File: config.mk
export PLATFORM = sky130hd
export DESIGN_NAME = sob_angle
export DESIGN_NICKNAME = d
export VERILOG_FILES = /design/src/sob_pkg.sv /design/src/sob_angle.sv
export SDC_FILE = /design/constraint.sdc
export NUM_CORES = 1
export LEC_CHECK = 0
export ABC_AREA = 1
export BUFFER_PORTS_ARGS = -buffer_cell sky130_fd_sc_hd__buf_2
export CAP_MARGIN = 20
export CORE_MARGIN = 2
export CORE_UTILIZATION = 35
export DETAILED_ROUTE_END_ITERATION = 6
export SLEW_MARGIN = 20
export SYNTH_ARGS = -nofsm -noshare
export SYNTH_HDL_FRONTEND = slang
export SYNTH_SLANG_ARGS = --single-unit
File: constraint.sdc
create_clock -name clock -period 3.5 [get_ports clock]
set_clock_uncertainty 0.15 [all_clocks]
set_input_delay 0.7 -clock clock [delete_from_list [all_inputs] [get_ports clock]]
set_output_delay 0.7 -clock clock [all_outputs]
set_load 0.02 [all_outputs]
File: src/sob_pkg.sv
// Shared types, constants and the arctangent table for the Sobel gradient block.
// No dependencies; imported by the angle unit and the top level.
`default_nettype none
package sob_pkg;

   localparam int PIX_W   = 8;
   localparam int GRAD_W  = 11;
   localparam int ANG_W   = 10;
   localparam int DIM_W   = 11;
   localparam int CMP_W   = 13;
   localparam int CORD_W  = 26;
   localparam int Z_W     = 19;
   localparam int STEP_W  = 4;
   localparam int STEPS   = 16;

   localparam logic [DIM_W-1:0] WIDTH_RESET  = 11'd640;
   localparam logic [DIM_W-1:0] HEIGHT_RESET = 11'd480;
   localparam logic [DIM_W-1:0] HEIGHT_MAX   = 11'd1024;
   localparam logic [DIM_W-1:0] DIM_MIN      = 11'd3;

   localparam logic CSR_IMAGE_WIDTH  = 1'b0;
   localparam logic CSR_IMAGE_HEIGHT = 1'b1;

   typedef logic [PIX_W-1:0]         pix_type;
   typedef logic signed [GRAD_W-1:0] grad_type;
   typedef logic signed [ANG_W-1:0]  angle_type;

   // atan(2^-i) in units of pi/131072.
   function automatic logic signed [Z_W-1:0] atan_step(input logic [STEP_W-1:0] idx);
      logic signed [Z_W-1:0] v;
      begin
         case (idx)
            4'd0:    v = 19'sd32768;
            4'd1:    v = 19'sd19344;
            4'd2:    v = 19'sd10221;
            4'd3:    v = 19'sd5188;
            4'd4:    v = 19'sd2604;
            4'd5:    v = 19'sd1303;
            4'd6:    v = 19'sd652;
            4'd7:    v = 19'sd326;
            4'd8:    v = 19'sd163;
            4'd9:    v = 19'sd81;
            4'd10:   v = 19'sd41;
            4'd11:   v = 19'sd20;
            4'd12:   v = 19'sd10;
            4'd13:   v = 19'sd5;
            4'd14:   v = 19'sd3;
            default: v = 19'sd1;
         endcase
         return v;
      end
   endfunction

endpackage
`default_nettype wire

File: src/sob_angle.sv
// Iterative vectoring CORDIC: one rotation step per cycle, sixteen steps.
// Depends on sob_pkg for widths and the arctangent table.
`default_nettype none
module sob_angle
   import sob_pkg::*;
(
   input  wire logic      clock,
   input  wire logic      reset,
   input  wire logic      start,
   input  wire grad_type  grad_x,
   input  wire grad_type  grad_y,
   output logic           done,
   output angle_type      angle
);

   logic                     busy_ff, busy_in;
   logic                     done_ff, done_in;
   logic [STEP_W-1:0]        step_ff, step_in;
   logic signed [CORD_W-1:0] x_ff, x_in, y_ff, y_in;
   logic signed [Z_W-1:0]    z_ff, z_in;
   logic                     neg_ff, neg_in;
   logic                     gx_zero_ff, gx_zero_in;
   logic                     gy_zero_ff, gy_zero_in;
   logic                     gy_pos_ff, gy_pos_in;
   logic [GRAD_W-1:0]        abs_x, abs_y;
   logic signed [CORD_W-1:0] dx, dy;
   logic signed [Z_W-1:0]    z_clip;
   logic [Z_W-1:0]           k_sum;
   logic [8:0]               k_mag;

   assign abs_x = grad_x[GRAD_W-1] ? GRAD_W'(-grad_x) : grad_x;
   assign abs_y = grad_y[GRAD_W-1] ? GRAD_W'(-grad_y) : grad_y;
   assign dx    = y_ff >>> step_ff;
   assign dy    = x_ff >>> step_ff;

   always_comb begin
      busy_in    = busy_ff;
      done_in    = 1'b0;
      step_in    = step_ff;
      x_in       = x_ff;
      y_in       = y_ff;
      z_in       = z_ff;
      neg_in     = neg_ff;
      gx_zero_in = gx_zero_ff;
      gy_zero_in = gy_zero_ff;
      gy_pos_in  = gy_pos_ff;
      if (start) begin
         busy_in    = 1'b1;
         step_in    = '0;
         x_in       = CORD_W'({abs_x, 12'b0});
         y_in       = CORD_W'({abs_y, 12'b0});
         z_in       = '0;
         neg_in     = grad_x[GRAD_W-1] ^ grad_y[GRAD_W-1];
         gx_zero_in = (grad_x == '0);
         gy_zero_in = (grad_y == '0);
         gy_pos_in  = !grad_y[GRAD_W-1] && (grad_y != '0);
      end else if (busy_ff) begin
         if (y_ff > 0) begin
            x_in = x_ff + dx;
            y_in = y_ff - dy;
            z_in = z_ff + atan_step(step_ff);
         end else begin
            x_in = x_ff - dx;
            y_in = y_ff + dy;
            z_in = z_ff - atan_step(step_ff);
         end
         step_in = step_ff + 1'b1;
         if (step_ff == STEP_W'(STEPS - 1)) begin
            busy_in = 1'b0;
            done_in = 1'b1;
         end
      end
   end

   always_ff @(posedge clock) begin
      if (reset) begin
         busy_ff <= 1'b0;
         done_ff <= 1'b0;
      end else begin
         busy_ff <= busy_in;
         done_ff <= done_in;
      end
      step_ff    <= step_in;
      x_ff       <= x_in;
      y_ff       <= y_in;
      z_ff       <= z_in;
      neg_ff     <= neg_in;
      gx_zero_ff <= gx_zero_in;
      gy_zero_ff <= gy_zero_in;
      gy_pos_ff  <= gy_pos_in;
   end

   // Round to units of pi/512 and cap at a quarter turn.
   assign z_clip = z_ff[Z_W-1] ? '0 : z_ff;
   assign k_sum  = Z_W'(z_clip) + Z_W'(128);
   assign k_mag  = (k_sum[Z_W-1:8] > 11'd256) ? 9'd256 : k_sum[16:8];

   always_comb begin
      if (gx_zero_ff) begin
         if (gy_zero_ff) begin
            angle = '0;
         end else if (gy_pos_ff) begin
            angle = 10'sd256;
         end else begin
            angle = -10'sd256;
         end
      end else if (gy_zero_ff) begin
         angle = '0;
      end else if (neg_ff) begin
         angle = ANG_W'(-$signed({1'b0, k_mag}));
      end else begin
         angle = ANG_W'($signed({1'b0, k_mag}));
      end
   end

   assign done = done_ff;

endmodule
`default_nettype wire

## Word-level counts from Yosys, hierarchy flattened

Memory sizes are Yosys's and may differ from the RTL's. A register that Yosys moved wholly into a read port is not among the register bits.
Cells that the tools add are included.

- Flip-flop bits (word level): 81
- Bits in latches: 0
- Memory bits (writable): 0
- ROM bits: 512
- Logic and storage cells: 69
- Memories: 2

- $add $sub $neg: 11
- Multipliers: 0
- Div/mod/pow operators: 0
- Order comparisons: 2
- Equal/unequal tests: 1
- Shift operators: 2
- Mux-type cells: 30
- Bitwise logic cells: 2
- Reductions and logical operators: 7

Memory list:

| memory | words | bits a word | rd ports | clocked after memory_dff | write ports | RTL line | source |
|---|---|---|---|---|---|---|---|
| (name not given) | 16 | 16 | 1 | 1 | 0 | sob_pkg.sv:32 | `case (idx)` |
| (name not given) | 16 | 16 | 1 | 1 | 0 | sob_pkg.sv:32 |  |

Operators with widths:

| cell | number |
|---|---|
| two-way mux 19 bit | 7 |
| two-way mux 23 bit | 4 |
| adder 26 bit | 2 |
| two-way mux 26 bit | 2 |
| >>> shifter 26 x 4 -> 26 bit | 2 |
| subtractor 26 bit | 2 |
| two-way mux 10 bit | 5 |
| > comparator 26 x 1 -> 1 bit, second input constant | 1 |
| zero test 11 bit | 2 |
| two-way mux 11 bit | 2 |
| negator 11 bit | 2 |
| adder 18 x 8 -> 19 bit, second input constant | 1 |
| adder 19 bit | 1 |
| subtractor 19 bit | 1 |
| two-way mux 18 bit | 1 |
| two-way mux 4 bit | 4 |
| > comparator 11 x 9 -> 1 bit, second input constant | 1 |
| nonzero test 11 bit | 1 |
| negator 9 -> 10 bit | 1 |
| two-way mux 9 bit | 1 |
| adder 4 x 1 -> 4 bit, second input constant | 1 |
| equality test 4 bit, second input constant | 1 |
| two-way mux 1 bit | 4 |
| OR reduction 3 bit | 1 |
| other kinds (5) | 5 |

## Depth between registers and ports, before layout

- Word-level depth: 8
- Gate-level depth with buffers: 32
- Gate-level depth less buffers: 30

## Worst setup path after synthesis

No wires, ideal clock.

- Path type: register to register
- Start: reg y_ff[18]
- End: reg y_ff[21] (data pin)
- Setup time: 260 ps
- Data arrival time: 3461 ps
- Data required time: 3090 ps
- Slack: -372 ps
- Stages on the path, launching flop included: 23
- Buffers on the path: 2
- Clock period less this slack: 3872 ps
- Cells stage by stage: edfxtp_1 > nor2_1 > nand4_1 > nor3_1 > nand4_1 > nand2_1 > clkbuf_1 > clkbuf_1 > nor2_1 > xnor2_1 > ha_1 > a21oi_1 > nand2_1 > nand2_1 > nand3_1 > a21oi_1 > inv_1 > a21boi_0 > o21ai_0 > nand2_1 > nand3b_1 > nand3_1 > o21ai_0

- Word-level cells in the longest chain between the ends: 4
- Elaborated cells on any way between the ends: 6
- Classes of those cells: add/sub: 2; order compare: 1; mux: 3

RTL lines:

| what | RTL line | source |
|---|---|---|
| start: declaration | sob_angle.sv:19 | `logic signed [CORD_W-1:0] x_ff, x_in, y_ff, y_in;` |
| start signal: assignment | sob_angle.sv:85 | `y_ff <= y_in;` |
| adder 26 bit, or another cell as far along | sob_angle.sv:64 | `y_in = y_ff + dy;` |
| two-way mux 26 bit * | sob_angle.sv:58 | `if (y_ff > 0) begin` |
| two-way mux 23 bit * | sob_angle.sv:57 | `end else if (busy_ff) begin` |
| two-way mux 23 bit * | sob_angle.sv:47 | `if (start) begin` |
| via y_in[21] | sob_angle.sv:19 |  |

The timed path passes the listed nets; every way through them passes the cells marked *. The select of a mux whose other input is x is not followed.
A chain may end at the register's enable or synchronous reset.

## Worst setup path after layout

- Start: reg step_ff[0]
- End: reg x_ff[19] (data pin)

- Word-level cells in the longest chain between the ends: 5
- Elaborated cells on any way between the ends: 6
- Classes of those cells: add/sub: 2; shift: 1; mux: 3

RTL lines:

| what | RTL line | source |
|---|---|---|
| start: declaration | sob_angle.sv:18 | `logic [STEP_W-1:0] step_ff, step_in;` |
| start signal: assignment | sob_angle.sv:83 | `step_ff <= step_in;` |
| >>> shifter 26 x 4 -> 26 bit * | sob_angle.sv:33 | `assign dx = y_ff >>> step_ff;` |
| subtractor 26 bit / adder 26 bit (equally long branches) | sob_angle.sv:63, sob_angle.sv:59 |  |
| two-way mux 26 bit * | sob_angle.sv:58 |  |
| two-way mux 23 bit * | sob_angle.sv:57 |  |
| two-way mux 23 bit * | sob_angle.sv:47 |  |
| via x_in[19] | sob_angle.sv:19 |  |
| end signal: assignment | sob_angle.sv:84 | `x_ff <= x_in;` |
| end: declaration | sob_angle.sv:19 |  |

Marks and branches as above.

==> out/summary.txt <==
Ports: 36
Met2 Wirelength: 24,230 µm
top sig layer: met4
Util after Layout: 58.16%
Std-Cell Core Area: 34,460 µm²
Seq pwr share: 8.3%
unrepaired setup endpoints after global routing: true
Tmin final: 4121 ps
number of global-route vias before repair: 15,208
Setup crit end kind: register
EDFF count, synth: 26
Worst-path clk slew: 70 ps
worst hold start: z_ff[0]
net switching power: 0.01046 W
first drt pass iteration count: 5
yosys warns: 0
Relative slew margins: 60.15%
r2r startpoint: step_ff[0]
max-slew violations: 0
Die H: 190.8 µm
Logic pwr share: 86.3%
register bit total from synthesis: 97
placement-stage cell area: 16,480 µm²
fin nets: 2,679
Internal Power: 0.01123 W
final instance area: 20,040 µm²
TritonCTS clock tree: done
Synth cell types: 56
Pwr Density: 1082 nW/µm²
crit path max fanout: 24
antenna violations before repair: 0
num rows: 68
root buffer cell: clkbuf_16
sequential share of the synthesized area: 18.03%
pin count of the biggest net entering global routing: 40
Primary FF master, synth: dfxtp_1
Routed WL: 51,290 µm
Pleak: 9.633 nW
cell taking the most area after synthesis: nand2_1
top cells by area, synth: nand2_1 16%, nand3_1 13%, dfxtp_1 12%
synthesized area per cell: 6.088 µm²
worst-case clock buffer depth: 2
routed via count: 16,133
Die Wd: 190.8 µm
post-route ant nets: 0
final non-filler cell total: 3,025
Worst Hold Class: register to register
first-pass GRT wire length: 77,580 µm
overall routing resource usage: 26.56%
routed vias/inst: 5.333
Max-Cap Viols: 0
crit path max-delay cell type: dfxtp_4
number of hold buffers added after CTS: 0
wire length per cell: 16.96 µm
placed insts: 2,904
Clock Sinks: 97
CP startpoint: step_ff[0]
post-route setup TNS: -17,990 ps
required time worst endpoint: 3480 ps
Period Utilization, post-route: 117.7%
placer congestion estimate: 0.9404
clock network fraction of design power: 5.4%
die area: 36,400 µm²
VDD IR max: 0.5158 mV
later-pin clock latency in the skew report: 390 ps
synthesized net count: 2,120
failing checks: setup timing
WS Path Type: register to register
DRT met1 WL: 22,810 µm
startpoint types: register
DP HPWL: 36,750 µm
final hold viol count: 0
Post-Syn Area: 12,210 µm²
IO Port Bufs: 35
post-layout worst setup margin: -620.6 ps
total inserted antenna cells: 0
status: complete, but fails checks
CTS Buf Count: 9
metal3 WL: 2660 µm
dpl ws: -771.3 ps
DRC viols: 0
Synth top area share: 15.71%
Max Fclk: 0.2427 GHz
switching part of the total: 48.21%
Most Frequent Cell on Critical Path: nand2_1
# fillers: 3,056
drt initial violations: 1,442
total grt overflow: 0
Starting Density: 35.44%
Slew @ Worst Pin: 597.7 ps
Worst Path Arrival: 4100 ps
Largest stage delay, worst path: 400 ps
ys async rst share: 0%
Setup-failing EPs final: 57
H-tree Lvls: 3
layout cell share with drive strength beyond 1: 43.50%
Synth Instances: 2,006
Area Overhead vs Synth: 64.10%
-- cells in the final DEF (no fill, tap or decap), types with 14 or more instances in the layout --
cell	n
nand2_2	87
nand2_1	421
nor3_1	25
xor2_1	52
buf_4	539
a21oi_1	56
buf_2	26
o211ai_1	14
xnor2_1	23
o22ai_1	17
ha_1	57
nor2_4	20
nand4_1	27
dfxtp_1	67
nand3_1	249
nand2_4	22
buf_6	33
edfxtp_1	26
inv_1	174
o21ai_0	49
o21ai_1	37
a21oi_2	53
ha_4	27
nor2_1	99
inv_2	23
nand3_2	66
nor3_2	14
nor2_2	40
o21ai_2	34
-- critical path, delay by kind of cell (launching register included) --
kind | cells | cell delay [ps]
AO/OA/AOI/OAI | 3 | 360
XOR/XNOR | 1 | 170
adder cells (fa/ha/maj) | 1 | 400
buffers and inverters | 4 | 550
flip-flops | 1 | 400
AND/OR/NAND/NOR | 17 | 1860
-- synth_stat cells (5+ instances only) --
cell type and n:
a21oi_1 116, a31oi_1 14, buf_1 11, buf_2 15
buf_4 6, buf_6 9, clkbuf_1 30, dfxtp_1 71
edfxtp_1 26, ha_1 86, inv_1 194, inv_2 7
nand2_1 511, nand2_2 17, nand3_1 309, nand3_2 10
nand4_1 27, nor2_1 149, nor2_2 8, nor3_1 42
nor4_1 9, o211ai_1 14, o21a_1 8, o21ai_0 112
o21ai_1 10, o21bai_1 6, o22ai_1 17, o31ai_1 8
o41ai_1 5, or2_2 6, xnor2_1 32, xor2_1 66
-- cell type report --
type,instances,area (µm²),share of cell area (%)
clock buffers,9,225.2,1.124
flip-flops and latches,97,2215,11.05
clock inverters,7,95.09,0.4745
repair buffers,619,4994,24.92
multi-input cells,1633,11140,55.59
well taps,455,569.3,2.841
inverters,205,803.3,4.008
-- timing repair --
item                                    in CTS  in global routing
pin swaps                                  101                128
endpoints found under the setup margin      59                 68
resized for setup                          329                261
buffers inserted                            59                 52
gates cloned                                 4                  3
-- through the flow --
step           total power, W  hold WS (ps)
2_1_floorplan        0.009147         284.7
3_3_place_gp          0.01533         300.7
3_5_place_dp          0.01546         312.8
4_1_cts               0.01922         328.6
5_1_grt               0.02318         358.8
6_report              0.02169         352.8
-- final timing paths --
path	slack (ps)	cells past startpoint	end
worst max-delay path	-620	26	x_ff[19]
worst min-delay path	350	2	z_ff[0]
worst max register to register	-620	26	x_ff[19]
worst min register to register	350	2	z_ff[0]
-- metal layers --
| metal | track usage (%) | vias to the layer above |
|---|---|---|
| met3 | 2.724 | 124 |
| met4 | 7.394 | 0 |
| met2 | 45.07 | 518 |
| met1 | 35.61 | 7569 |
| met5 | 0 | - |
| li1 | - | 7922 |
-- cells by family after synthesis --
logic type	synth area share [%]
simple gates	40.48
compound gates	15.77
buf+inv	9.395
xor+xnor	7.028
flops	18.03
fa+ha+maj	9.302
-- power by group through the flow --
stage	logic (W)	clock network, W	registers [W]
floorplan	0.00746	0	0.00168
global placement	0.0135	0	0.00179
detailed placement	0.0137	0	0.00179
CTS	0.0163	0.00117	0.00177
global route	0.0201	0.00121	0.00182
finish	0.0187	0.00116	0.00180
No activity file was read; power rests on OpenSTA's default activity.
